[src/hw/rtl/aob_pkg.sv]
// Package for the alpha-over blend: channel width, fixed-point helpers and
// the structs passed between the pipeline sections.
// Depends on nothing; every other RTL file imports it.
package aob_pkg;

   // Internal channel precision and the width of each field on the ports.
   localparam int CHANNEL_BITS = 8;
   localparam int FIELD_BITS   = 8;
   localparam int CW           = CHANNEL_BITS;
   // Width of a product of two channels.
   localparam int PW           = 2 * CW;
   // Width of a weighted colour sum plus its rounding term.
   localparam int DIVW         = 2 * CW + 1;
   // Three colour lanes: red, green, blue.
   localparam int LANES        = 3;

   localparam int REQ_WIDTH    = 8 * FIELD_BITS;
   localparam int RSP_WIDTH    = 4 * FIELD_BITS;

   localparam logic [CW-1:0]         FULL_SCALE    = '1;
   localparam logic [FIELD_BITS-1:0] OPACITY_RESET = '1;
   localparam logic [PW+1:0]         ROUND_HALF    = (PW+2)'(2 ** (CW - 1));

   typedef logic [CW-1:0] chan_type;
   typedef logic [LANES-1:0][CW-1:0] colour_type;

   // One input beat after saturation to full scale.
   typedef struct packed {
      colour_type src;
      chan_type   src_alpha;
      colour_type dst;
      chan_type   dst_alpha;
   } pixel_type;

   // Leaves the weight section: both weights and the two colours.
   typedef struct packed {
      logic       valid;
      colour_type src;
      colour_type dst;
      chan_type   ws;
      chan_type   wd;
   } weight_type;

   // Leaves the mix section: rounded dividends, output alpha, bypass colour.
   typedef struct packed {
      logic                           valid;
      logic [LANES-1:0][DIVW-1:0]     dividend;
      chan_type                       oa;
      colour_type                     src;
   } mix_type;

   // One finished result beat.
   typedef struct packed {
      logic       valid;
      colour_type colour;
      chan_type   alpha;
   } result_type;

   // Clamp an 8-bit port field to full scale.
   function automatic chan_type sat_field(input logic [FIELD_BITS-1:0] v);
      if (int'(v) > int'(FULL_SCALE)) begin
         return FULL_SCALE;
      end
      return CW'(v);
   endfunction

   // round(x / FULL_SCALE) for a product of two channels, without a divider:
   // division by 2^CW - 1 is done by the add-shift identity.
   function automatic chan_type div_fs(input logic [PW-1:0] x);
      logic [PW+1:0] t;
      logic [PW+1:0] r;
      t = (PW+2)'(x) + ROUND_HALF;
      r = (t + (t >> CW)) >> CW;
      if (r > (PW+2)'(FULL_SCALE)) begin
         return FULL_SCALE;
      end
      return r[CW-1:0];
   endfunction

endpackage

[src/hw/rtl/alpha_over_blend_with_opacity.sv]
// Top level of the alpha-over blend with global opacity.
// Depends on aob_pkg, aob_weight, aob_mix, aob_div and aob_skid.
//
// Blends a non-premultiplied source pixel over a destination pixel, scaled by
// the opacity register, and returns the non-premultiplied result. One pixel
// is taken and one result given in every clock cycle while the pipeline is not
// frozen; a result passes four weight stages, two mix stages, one divider stage
// per quotient bit and the output register. A stalled result channel freezes
// the pipeline once the skid entry has caught a beat in flight, so req_tready
// falls only while that entry is occupied. Opacity resets to full scale and
// should be written only while the pipeline is empty.
module alpha_over_blend_with_opacity import aob_pkg::*; (
   input  logic                  clock,
   input  logic                  reset,
   // Request beats.
   input  logic                  req_tvalid,
   output logic                  req_tready,
   // src_red, src_green, src_blue, src_alpha, dst_red, dst_green, dst_blue,
   // dst_alpha, eight bits each from bit 0 up.
   input  logic [REQ_WIDTH-1:0]  req_tdata,
   // Result beats.
   output logic                  rsp_tvalid,
   input  logic                  rsp_tready,
   // out_red, out_green, out_blue, out_alpha, eight bits each from bit 0 up.
   output logic [RSP_WIDTH-1:0]  rsp_tdata,
   // Opacity register write.
   input  logic                  csr_wen,
   input  logic [FIELD_BITS-1:0] csr_wdata
);

   logic [FIELD_BITS-1:0] opacity_ff, opacity_in;
   pixel_type             pixel;
   weight_type            weight;
   mix_type               mix;
   result_type            result;
   logic                  advance;
   colour_type            out_colour;
   chan_type              out_alpha;

   // Opacity register.
   assign opacity_in = csr_wen ? csr_wdata : opacity_ff;

   always_ff @(posedge clock) begin
      if (reset) begin
         opacity_ff <= OPACITY_RESET;
      end else begin
         opacity_ff <= opacity_in;
      end
   end

   // Unpack and clamp the request beat.
   always_comb begin
      for (int l = 0; l < LANES; l++) begin
         pixel.src[l] = sat_field(req_tdata[FIELD_BITS*l +: FIELD_BITS]);
         pixel.dst[l] = sat_field(req_tdata[FIELD_BITS*(l+4) +: FIELD_BITS]);
      end
      pixel.src_alpha = sat_field(req_tdata[FIELD_BITS*3 +: FIELD_BITS]);
      pixel.dst_alpha = sat_field(req_tdata[FIELD_BITS*7 +: FIELD_BITS]);
   end

   assign req_tready = advance;

   aob_weight u_weight (
      .clock      (clock),
      .reset      (reset),
      .en         (advance),
      .in_valid   (req_tvalid),
      .opacity    (sat_field(opacity_ff)),
      .in_pixel   (pixel),
      .out_weight (weight)
   );

   aob_mix u_mix (
      .clock     (clock),
      .reset     (reset),
      .en        (advance),
      .in_weight (weight),
      .out_mix   (mix)
   );

   aob_div u_div (
      .clock      (clock),
      .reset      (reset),
      .en         (advance),
      .in_mix     (mix),
      .out_result (result)
   );

   aob_skid u_skid (
      .clock      (clock),
      .reset      (reset),
      .in_result  (result),
      .advance    (advance),
      .out_valid  (rsp_tvalid),
      .out_ready  (rsp_tready),
      .out_colour (out_colour),
      .out_alpha  (out_alpha)
   );

   // Pack the result beat, each channel cut or widened to the field width.
   always_comb begin
      for (int l = 0; l < LANES; l++) begin
         rsp_tdata[FIELD_BITS*l +: FIELD_BITS] = FIELD_BITS'(out_colour[l]);
      end
      rsp_tdata[FIELD_BITS*3 +: FIELD_BITS] = FIELD_BITS'(out_alpha);
   end

endmodule

[src/hw/rtl/aob_weight.sv]
// Weight section of the blend pipeline: four register stages that form the
// source weight and the destination weight. Depends on aob_pkg.
module aob_weight import aob_pkg::*; (
   input  logic       clock,
   input  logic       reset,
   input  logic       en,
   input  logic       in_valid,
   input  chan_type   opacity,
   input  pixel_type  in_pixel,
   output weight_type out_weight
);

   logic [3:0]    valid_ff, valid_in;

   // Stage 1: source alpha times opacity.
   pixel_type     pix1_ff, pix1_in;
   logic [PW-1:0] prod_s_ff, prod_s_in;
   // Stage 2: source weight.
   colour_type    src2_ff, src2_in, dst2_ff, dst2_in;
   chan_type      dst_alpha2_ff, dst_alpha2_in, ws2_ff, ws2_in;
   // Stage 3: destination alpha times the remaining coverage.
   colour_type    src3_ff, src3_in, dst3_ff, dst3_in;
   chan_type      ws3_ff, ws3_in;
   logic [PW-1:0] prod_d_ff, prod_d_in;
   // Stage 4: destination weight.
   colour_type    src4_ff, src4_in, dst4_ff, dst4_in;
   chan_type      ws4_ff, ws4_in, wd4_ff, wd4_in;

   // Next values of every stage; the whole section moves on en.
   always_comb begin
      valid_in      = {valid_ff[2:0], in_valid};

      pix1_in       = in_pixel;
      prod_s_in     = PW'(in_pixel.src_alpha) * PW'(opacity);

      src2_in       = pix1_ff.src;
      dst2_in       = pix1_ff.dst;
      dst_alpha2_in = pix1_ff.dst_alpha;
      ws2_in        = div_fs(prod_s_ff);

      src3_in       = src2_ff;
      dst3_in       = dst2_ff;
      ws3_in        = ws2_ff;
      prod_d_in     = PW'(dst_alpha2_ff) * PW'(FULL_SCALE - ws2_ff);

      src4_in       = src3_ff;
      dst4_in       = dst3_ff;
      ws4_in        = ws3_ff;
      wd4_in        = div_fs(prod_d_ff);
   end

   // Valid bits travel with the data.
   always_ff @(posedge clock) begin
      if (reset) begin
         valid_ff <= '0;
      end else if (en) begin
         valid_ff <= valid_in;
      end
   end

   // Payload registers carry no reset.
   always_ff @(posedge clock) begin
      if (en) begin
         pix1_ff       <= pix1_in;
         prod_s_ff     <= prod_s_in;
         src2_ff       <= src2_in;
         dst2_ff       <= dst2_in;
         dst_alpha2_ff <= dst_alpha2_in;
         ws2_ff        <= ws2_in;
         src3_ff       <= src3_in;
         dst3_ff       <= dst3_in;
         ws3_ff        <= ws3_in;
         prod_d_ff     <= prod_d_in;
         src4_ff       <= src4_in;
         dst4_ff       <= dst4_in;
         ws4_ff        <= ws4_in;
         wd4_ff        <= wd4_in;
      end
   end

   assign out_weight.valid = valid_ff[3];
   assign out_weight.src   = src4_ff;
   assign out_weight.dst   = dst4_ff;
   assign out_weight.ws    = ws4_ff;
   assign out_weight.wd    = wd4_ff;

endmodule

[src/hw/rtl/aob_mix.sv]
// Mix section of the blend pipeline: two register stages that form the
// output alpha and the rounded weighted colour sums. Depends on aob_pkg.
module aob_mix import aob_pkg::*; (
   input  logic       clock,
   input  logic       reset,
   input  logic       en,
   input  weight_type in_weight,
   output mix_type    out_mix
);

   logic [1:0]                 valid_ff, valid_in;

   // Stage 5: the two products per lane and the saturated alpha sum.
   logic [LANES-1:0][PW-1:0]   prod_a_ff, prod_a_in, prod_b_ff, prod_b_in;
   chan_type                   oa5_ff, oa5_in;
   colour_type                 src5_ff, src5_in;
   // Stage 6: weighted sum plus half the divisor for round-half-up.
   logic [LANES-1:0][DIVW-1:0] dividend_ff, dividend_in;
   chan_type                   oa6_ff, oa6_in;
   colour_type                 src6_ff, src6_in;

   logic [CW:0]                alpha_sum;

   always_comb begin
      valid_in  = {valid_ff[0], in_weight.valid};
      alpha_sum = {1'b0, in_weight.ws} + {1'b0, in_weight.wd};
      oa5_in    = alpha_sum[CW] ? FULL_SCALE : alpha_sum[CW-1:0];
      src5_in   = in_weight.src;
      for (int l = 0; l < LANES; l++) begin
         prod_a_in[l] = PW'(in_weight.ws) * PW'(in_weight.src[l]);
         prod_b_in[l] = PW'(in_weight.wd) * PW'(in_weight.dst[l]);
      end

      oa6_in  = oa5_ff;
      src6_in = src5_ff;
      for (int l = 0; l < LANES; l++) begin
         dividend_in[l] = DIVW'(prod_a_ff[l]) + DIVW'(prod_b_ff[l])
                        + DIVW'(oa5_ff >> 1);
      end
   end

   always_ff @(posedge clock) begin
      if (reset) begin
         valid_ff <= '0;
      end else if (en) begin
         valid_ff <= valid_in;
      end
   end

   always_ff @(posedge clock) begin
      if (en) begin
         prod_a_ff   <= prod_a_in;
         prod_b_ff   <= prod_b_in;
         oa5_ff      <= oa5_in;
         src5_ff     <= src5_in;
         dividend_ff <= dividend_in;
         oa6_ff      <= oa6_in;
         src6_ff     <= src6_in;
      end
   end

   assign out_mix.valid    = valid_ff[1];
   assign out_mix.dividend = dividend_ff;
   assign out_mix.oa       = oa6_ff;
   assign out_mix.src      = src6_ff;

endmodule

[src/hw/rtl/aob_div.sv]
// Pipelined restoring divider for the three colour lanes: one quotient bit
// per stage, CHANNEL_BITS stages, sharing the output alpha as divisor.
// Depends on aob_pkg.
module aob_div import aob_pkg::*; (
   input  logic       clock,
   input  logic       reset,
   input  logic       en,
   input  mix_type    in_mix,
   output result_type out_result
);

   // Stage registers, one entry per quotient bit, most significant first.
   logic [CW-1:0]              valid_ff;
   logic [LANES-1:0][DIVW-1:0] rem_ff [CW];
   colour_type                 quo_ff [CW];
   chan_type                   oa_ff  [CW];
   colour_type                 src_ff [CW];

   for (genvar k = 0; k < CW; k++) begin : g_stage
      localparam int BIT = CW - 1 - k;

      logic                       prev_valid;
      logic [LANES-1:0][DIVW-1:0] prev_rem;
      colour_type                 prev_quo;
      chan_type                   prev_oa;
      colour_type                 prev_src;
      logic [DIVW-1:0]            shifted;
      logic [LANES-1:0][DIVW-1:0] rem_in;
      colour_type                 quo_in;

      if (k == 0) begin : g_first
         assign prev_valid = in_mix.valid;
         assign prev_rem   = in_mix.dividend;
         assign prev_quo   = '0;
         assign prev_oa    = in_mix.oa;
         assign prev_src   = in_mix.src;
      end else begin : g_next
         assign prev_valid = valid_ff[k-1];
         assign prev_rem   = rem_ff[k-1];
         assign prev_quo   = quo_ff[k-1];
         assign prev_oa    = oa_ff[k-1];
         assign prev_src   = src_ff[k-1];
      end

      // Trial subtraction of the divisor at this bit's weight.
      always_comb begin
         shifted = DIVW'(prev_oa) << BIT;
         rem_in  = prev_rem;
         quo_in  = prev_quo;
         for (int l = 0; l < LANES; l++) begin
            if (prev_rem[l] >= shifted) begin
               rem_in[l]      = prev_rem[l] - shifted;
               quo_in[l][BIT] = 1'b1;
            end
         end
      end

      always_ff @(posedge clock) begin
         if (reset) begin
            valid_ff[k] <= 1'b0;
         end else if (en) begin
            valid_ff[k] <= prev_valid;
         end
      end

      always_ff @(posedge clock) begin
         if (en) begin
            rem_ff[k] <= rem_in;
            quo_ff[k] <= quo_in;
            oa_ff[k]  <= prev_oa;
            src_ff[k] <= prev_src;
         end
      end
   end

   // A fully transparent result keeps the source colour.
   always_comb begin
      out_result.valid = valid_ff[CW-1];
      out_result.alpha = oa_ff[CW-1];
      for (int l = 0; l < LANES; l++) begin
         out_result.colour[l] = (oa_ff[CW-1] == '0) ? src_ff[CW-1][l]
                                                    : quo_ff[CW-1][l];
      end
   end

endmodule

[src/hw/rtl/aob_skid.sv]
// Output register with a skid entry: holds finished beats while the result
// channel stalls and tells the pipeline when to advance. Depends on aob_pkg.
module aob_skid import aob_pkg::*; (
   input  logic       clock,
   input  logic       reset,
   input  result_type in_result,
   output logic       advance,
   output logic       out_valid,
   input  logic       out_ready,
   output colour_type out_colour,
   output chan_type   out_alpha
);

   logic       out_v_ff, out_v_in, skid_v_ff, skid_v_in;
   result_type out_ff, out_in, skid_ff, skid_in;
   logic       out_take;

   // The pipeline moves whenever the skid entry is free.
   assign advance  = !skid_v_ff;
   assign out_take = out_v_ff && out_ready;

   always_comb begin
      out_v_in  = out_v_ff;
      skid_v_in = skid_v_ff;
      out_in    = out_ff;
      skid_in   = skid_ff;
      if (skid_v_ff) begin
         // Pipeline is frozen; drain the skid entry once the output is taken.
         if (out_take) begin
            out_in    = skid_ff;
            skid_v_in = 1'b0;
         end
      end else if (in_result.valid) begin
         if (!out_v_ff || out_take) begin
            out_in   = in_result;
            out_v_in = 1'b1;
         end else begin
            skid_in   = in_result;
            skid_v_in = 1'b1;
         end
      end else if (out_take) begin
         out_v_in = 1'b0;
      end
   end

   always_ff @(posedge clock) begin
      if (reset) begin
         out_v_ff  <= 1'b0;
         skid_v_ff <= 1'b0;
      end else begin
         out_v_ff  <= out_v_in;
         skid_v_ff <= skid_v_in;
      end
   end

   always_ff @(posedge clock) begin
      out_ff  <= out_in;
      skid_ff <= skid_in;
   end

   assign out_valid  = out_v_ff;
   assign out_colour = out_ff.colour;
   assign out_alpha  = out_ff.alpha;

endmodule
[config.mk]
export PLATFORM = sky130hd
export DESIGN_NAME = alpha_over_blend_with_opacity
export DESIGN_NICKNAME = d
export VERILOG_FILES = /design/src/hw/rtl/aob_pkg.sv /design/src/hw/rtl/alpha_over_blend_with_opacity.sv /design/src/hw/rtl/aob_weight.sv /design/src/hw/rtl/aob_mix.sv /design/src/hw/rtl/aob_div.sv /design/src/hw/rtl/aob_skid.sv
export SDC_FILE = /design/constraint.sdc
export NUM_CORES = 2
export LEC_CHECK = 0
export BUFFER_PORTS_ARGS = -buffer_cell sky130_fd_sc_hd__buf_2
export CELL_PAD_IN_SITES_DETAIL_PLACEMENT = 2
export CELL_PAD_IN_SITES_GLOBAL_PLACEMENT = 2
export CORE_MARGIN = 3
export CORE_UTILIZATION = 49
export DETAILED_ROUTE_END_ITERATION = 10
export GPL_TIMING_DRIVEN = 0
export PLACE_DENSITY_LB_ADDON = 0.1
export SYNTH_ARGS = -nofsm -noshare
export SYNTH_HDL_FRONTEND = slang
export SYNTH_SLANG_ARGS = --single-unit
[constraint.sdc]
create_clock -name clock -period 60.2 [get_ports clock]
set_input_delay 12.04 -clock clock [delete_from_list [all_inputs] [get_ports clock]]
set_output_delay 12.04 -clock clock [all_outputs]
set_load 0.01 [all_outputs]
==> flow_summary.json <==
{
  "dp_hpwl_um": 187800,
  "synth_common_cells": "1268 x edfxtp_1, 608 x inv_1, 577 x ha_1",
  "drt-vias-per-instance": 6.389,
  "r2r_start": "u_weight.ws4_ff[4]",
  "final_core_util_pct": 55.48,
  "initial_core_util_pct": 49.47,
  "hold_viol": 0,
  "r2r_cells": 17,
  "grt_max_degree": 47,
  "dieArea_um2": 152100,
  "cap_violations": 0,
  "path_depth": 10,
  "hold_class": "register to register",
  "crit_family": "buffers and inverters",
  "synth_cells": 5623,
  "die_h_um": 390.0,
  "htreeDepth": 4,
  "grt_overflow": 0,
  "grt_pass1_wl_um": 430300,
  "grt_usage_pct": 39.90,
  "min_period_over_period_pct": 27.00,
  "grt_pass1_vias": 57461,
  "syn_area_um2": 72270,
  "worst-endpoint-required_ps": 48160,
  "syn_avg_cell_area_um2": 12.85,
  "cpMostUsedCell": "buf_12",
  "post-route-drc-count": 0,
  "cpPeakStageDelay_ps": 680,
  "cts_resized": 0,
  "crit_buf_inv": 10,
  "slowest_stage": "buf_2",
  "worstSetupEndpointType": "output pin",
  "die-width_um": 390.0,
  "r2r_end": "u_mix.prod_a_ff[31]",
  "setup_ws_ps": 43950,
  "ys_top_cells_by_area": "edfxtp_1 53%, ha_1 10%, fa_1 9.3%, and2_1 3.2%, inv_1 3.2%",
  "outcome": "finished clean",
  "ctsHoldBuffers": 0,
  "core_area_um2": 146100,
  "crit_chain": "clkbuf_2 > buf_12 > inv_2 > buf_2 > buf_12 > buf_12 > buf_12 > buf_12 > buf_12 > buf_2",
  "antenna_left": 0,
  "holdWs_ps": 414.1,
  "syn-num-nets": 6611,
  "use_met3_pct": 17.72,
  "cts.sinks": 1292,
  "crit_path_max_fanout": 46,
  "period_minus_slack_ps": 16250,
  "fill_cells": 13400,
  "final_max_slew_viol_count": 0,
  "wl_per_cell_um": 36.09,
  "tightest_slew_ps": 1388,
  "cts_setup_buffers": 0,
  "path_class": "register to output pin",
  "dp_cells": 7685,
  "layout.nets": 6916,
  "max-slew-margin-rel_pct": 7.226,
  "layout-drive-gt1-share_pct": 8.685,
  "clock_latency_ps": 860,
  "met1_usage_pct": 39.42,
  "yosysTopAreaCellShare_pct": 52.69,
  "crit_arrival_ps": 4210,
  "antenna_found_initial": 72,
  "max_freq_mhz": 61.53,
  "r2r_setup_slack_ps": 53520,
  "routed_wl_um": 289100,
  "yosys_warnings": 0,
  "finalSetupViolCount": 0,
  "async_flop_share_pct": 0,
  "synth_cell_types": 79,
  "cts-buffers-inserted": 149,
  "clockBufferDepth": 3,
  "synth_edf_count": 1268,
  "synth_largest_area_cell": "edfxtp_1",
  "final_cells": 8011,
  "synth_ff_type": "edfxtp_1",
  "area_growth_syn_to_layout_pct": 12.16,
  "yosysMostFrequentCell": "edfxtp_1",
  "ios": 111,
  "dp_slack_ps": 43330,
  "dr.pass1.iters": 8,
  "crit_end": "req_tready",
  "clk_pin_slew_ps": 60,
  "crit_path_start": "u_skid.skid_v_ff",
  "fp-row-count": 140,
  "grt_use_met2_pct": 63.56,
  "tritoncts": "done",
  "fin_skew_ps": 40.62,
  "cts-root-buf": "clkbuf_16",
  "seq_area_frac_synth_pct": 53.35,
  "vias": 51180,
  "rsz0062_at_grt": "false",
  "critPathLaunchType": "register",
  "port_buffers": 110,
  "ys_seq_elements": 1292,
  "drt_iter0_drc": 5001,
  "grt-busiest-layer": "met2",
  "gp_congestion": 0.8781
}
worst min-delay path by stage:
stage                    startpoint                    to  slack (ps)  cells after the start
2_1_floorplan    u_div.quo_ff[0][7]   u_div.quo_ff[0][31]         400                      0
3_3_place_gp    u_weight.dst2_ff[0]   u_weight.dst3_ff[0]         400                      0
3_5_place_dp   u_weight.dst2_ff[17]  u_weight.dst3_ff[17]         410                      0
4_1_cts           u_mix.src5_ff[11]     u_mix.out_mix[11]         410                      0
5_1_grt           u_mix.src5_ff[11]     u_mix.out_mix[11]         420                      0
6_report       u_weight.dst2_in[15]  u_weight.dst2_ff[15]         410                      0
final cells by class:
type | count | area (µm²) | share of cell area [%]
Inverter | 609 | 2286 | 2.820
Tap cell | 1917 | 2399 | 2.959
Timing Repair Buffer | 154 | 1346 | 1.661
Buffer | 68 | 271.5 | 0.3350
Sequential cell | 1292 | 38560 | 47.57
Clock buffer | 178 | 3859 | 4.760
Antenna cell | 49 | 122.6 | 0.1513
Multi-Input combinational cell | 3654 | 31230 | 38.53
Clock inverter | 90 | 985.9 | 1.216
per-layer routing:
layer / share of wire [%] / vias to the layer above
li1: - / 20704
met1: 32 / 25966
met2: 48 / 2842
met3: 8.0 / 1614
met4: 11 / 54
met5: 0.21 / -
kinds of logic (layout without fill, tap and decap cells):
logic type / count (synthesis) / after routing / share of synthesized area [%]
buffers and inverters: 677 / 1099 / 3.535
flip-flops: 1292 / 1292 / 53.35
AND/OR/NAND/NOR: 1508 / 1508 / 10.99
XOR/XNOR: 298 / 298 / 3.612
other: 0 / 49 / 0
multiplexers: 165 / 165 / 2.476
AO/OA/AOI/OAI: 772 / 772 / 6.796
adder cells (fa/ha/maj): 911 / 911 / 19.24
state kept, by name, summed over array words and instances (netlist names), 16 cells and up:
signal               count
u_mix.src5_ff           24
u_div.oa_ff             64
u_weight.src3_ff        24
u_div.rem_ff           357
u_skid.skid_ff          32
u_mix.prod_b_ff         48
u_weight.dst2_ff        24
u_weight.out_weight     48
u_weight.dst3_ff        24
u_mix.prod_a_ff         48
u_weight.src2_ff        24
u_weight.prod_d_ff      16
u_div.quo_ff           108
u_div.src_ff           192
u_weight.dst2_in        24
u_weight.prod_s_ff      16
u_weight.pix1_ff        24
u_mix.out_mix           75
u_skid.out_colour       24
placed cells by master (no fill, tap or decap), drive strengths merged, types with 72 or more instances in the layout:
cell	netlist	routed
nand2	318	318
o21a	72	72
a21oi	215	215
buf	10	164
mux2	110	110
inv	609	623
ha	577	577
xor2	113	113
xnor2	185	185
clkbuf	58	236
nor3	100	100
and2	371	371
o21ai	201	201
nor2	268	268
edfxtp	1268	1268
nor2b	138	138
fa	334	334
through the flow:
step                TNS (ps)  area [µm²]
floorplan                  0       72270
detailed placement         0       75910
global placement      -747.5       75220
CTS                        0       80760
finish                     0       81060
global route               0       80950
Power is left out: the tool's default activity adds up to more than one toggle a clock period on the data nets, which glitch-free logic cannot reach.
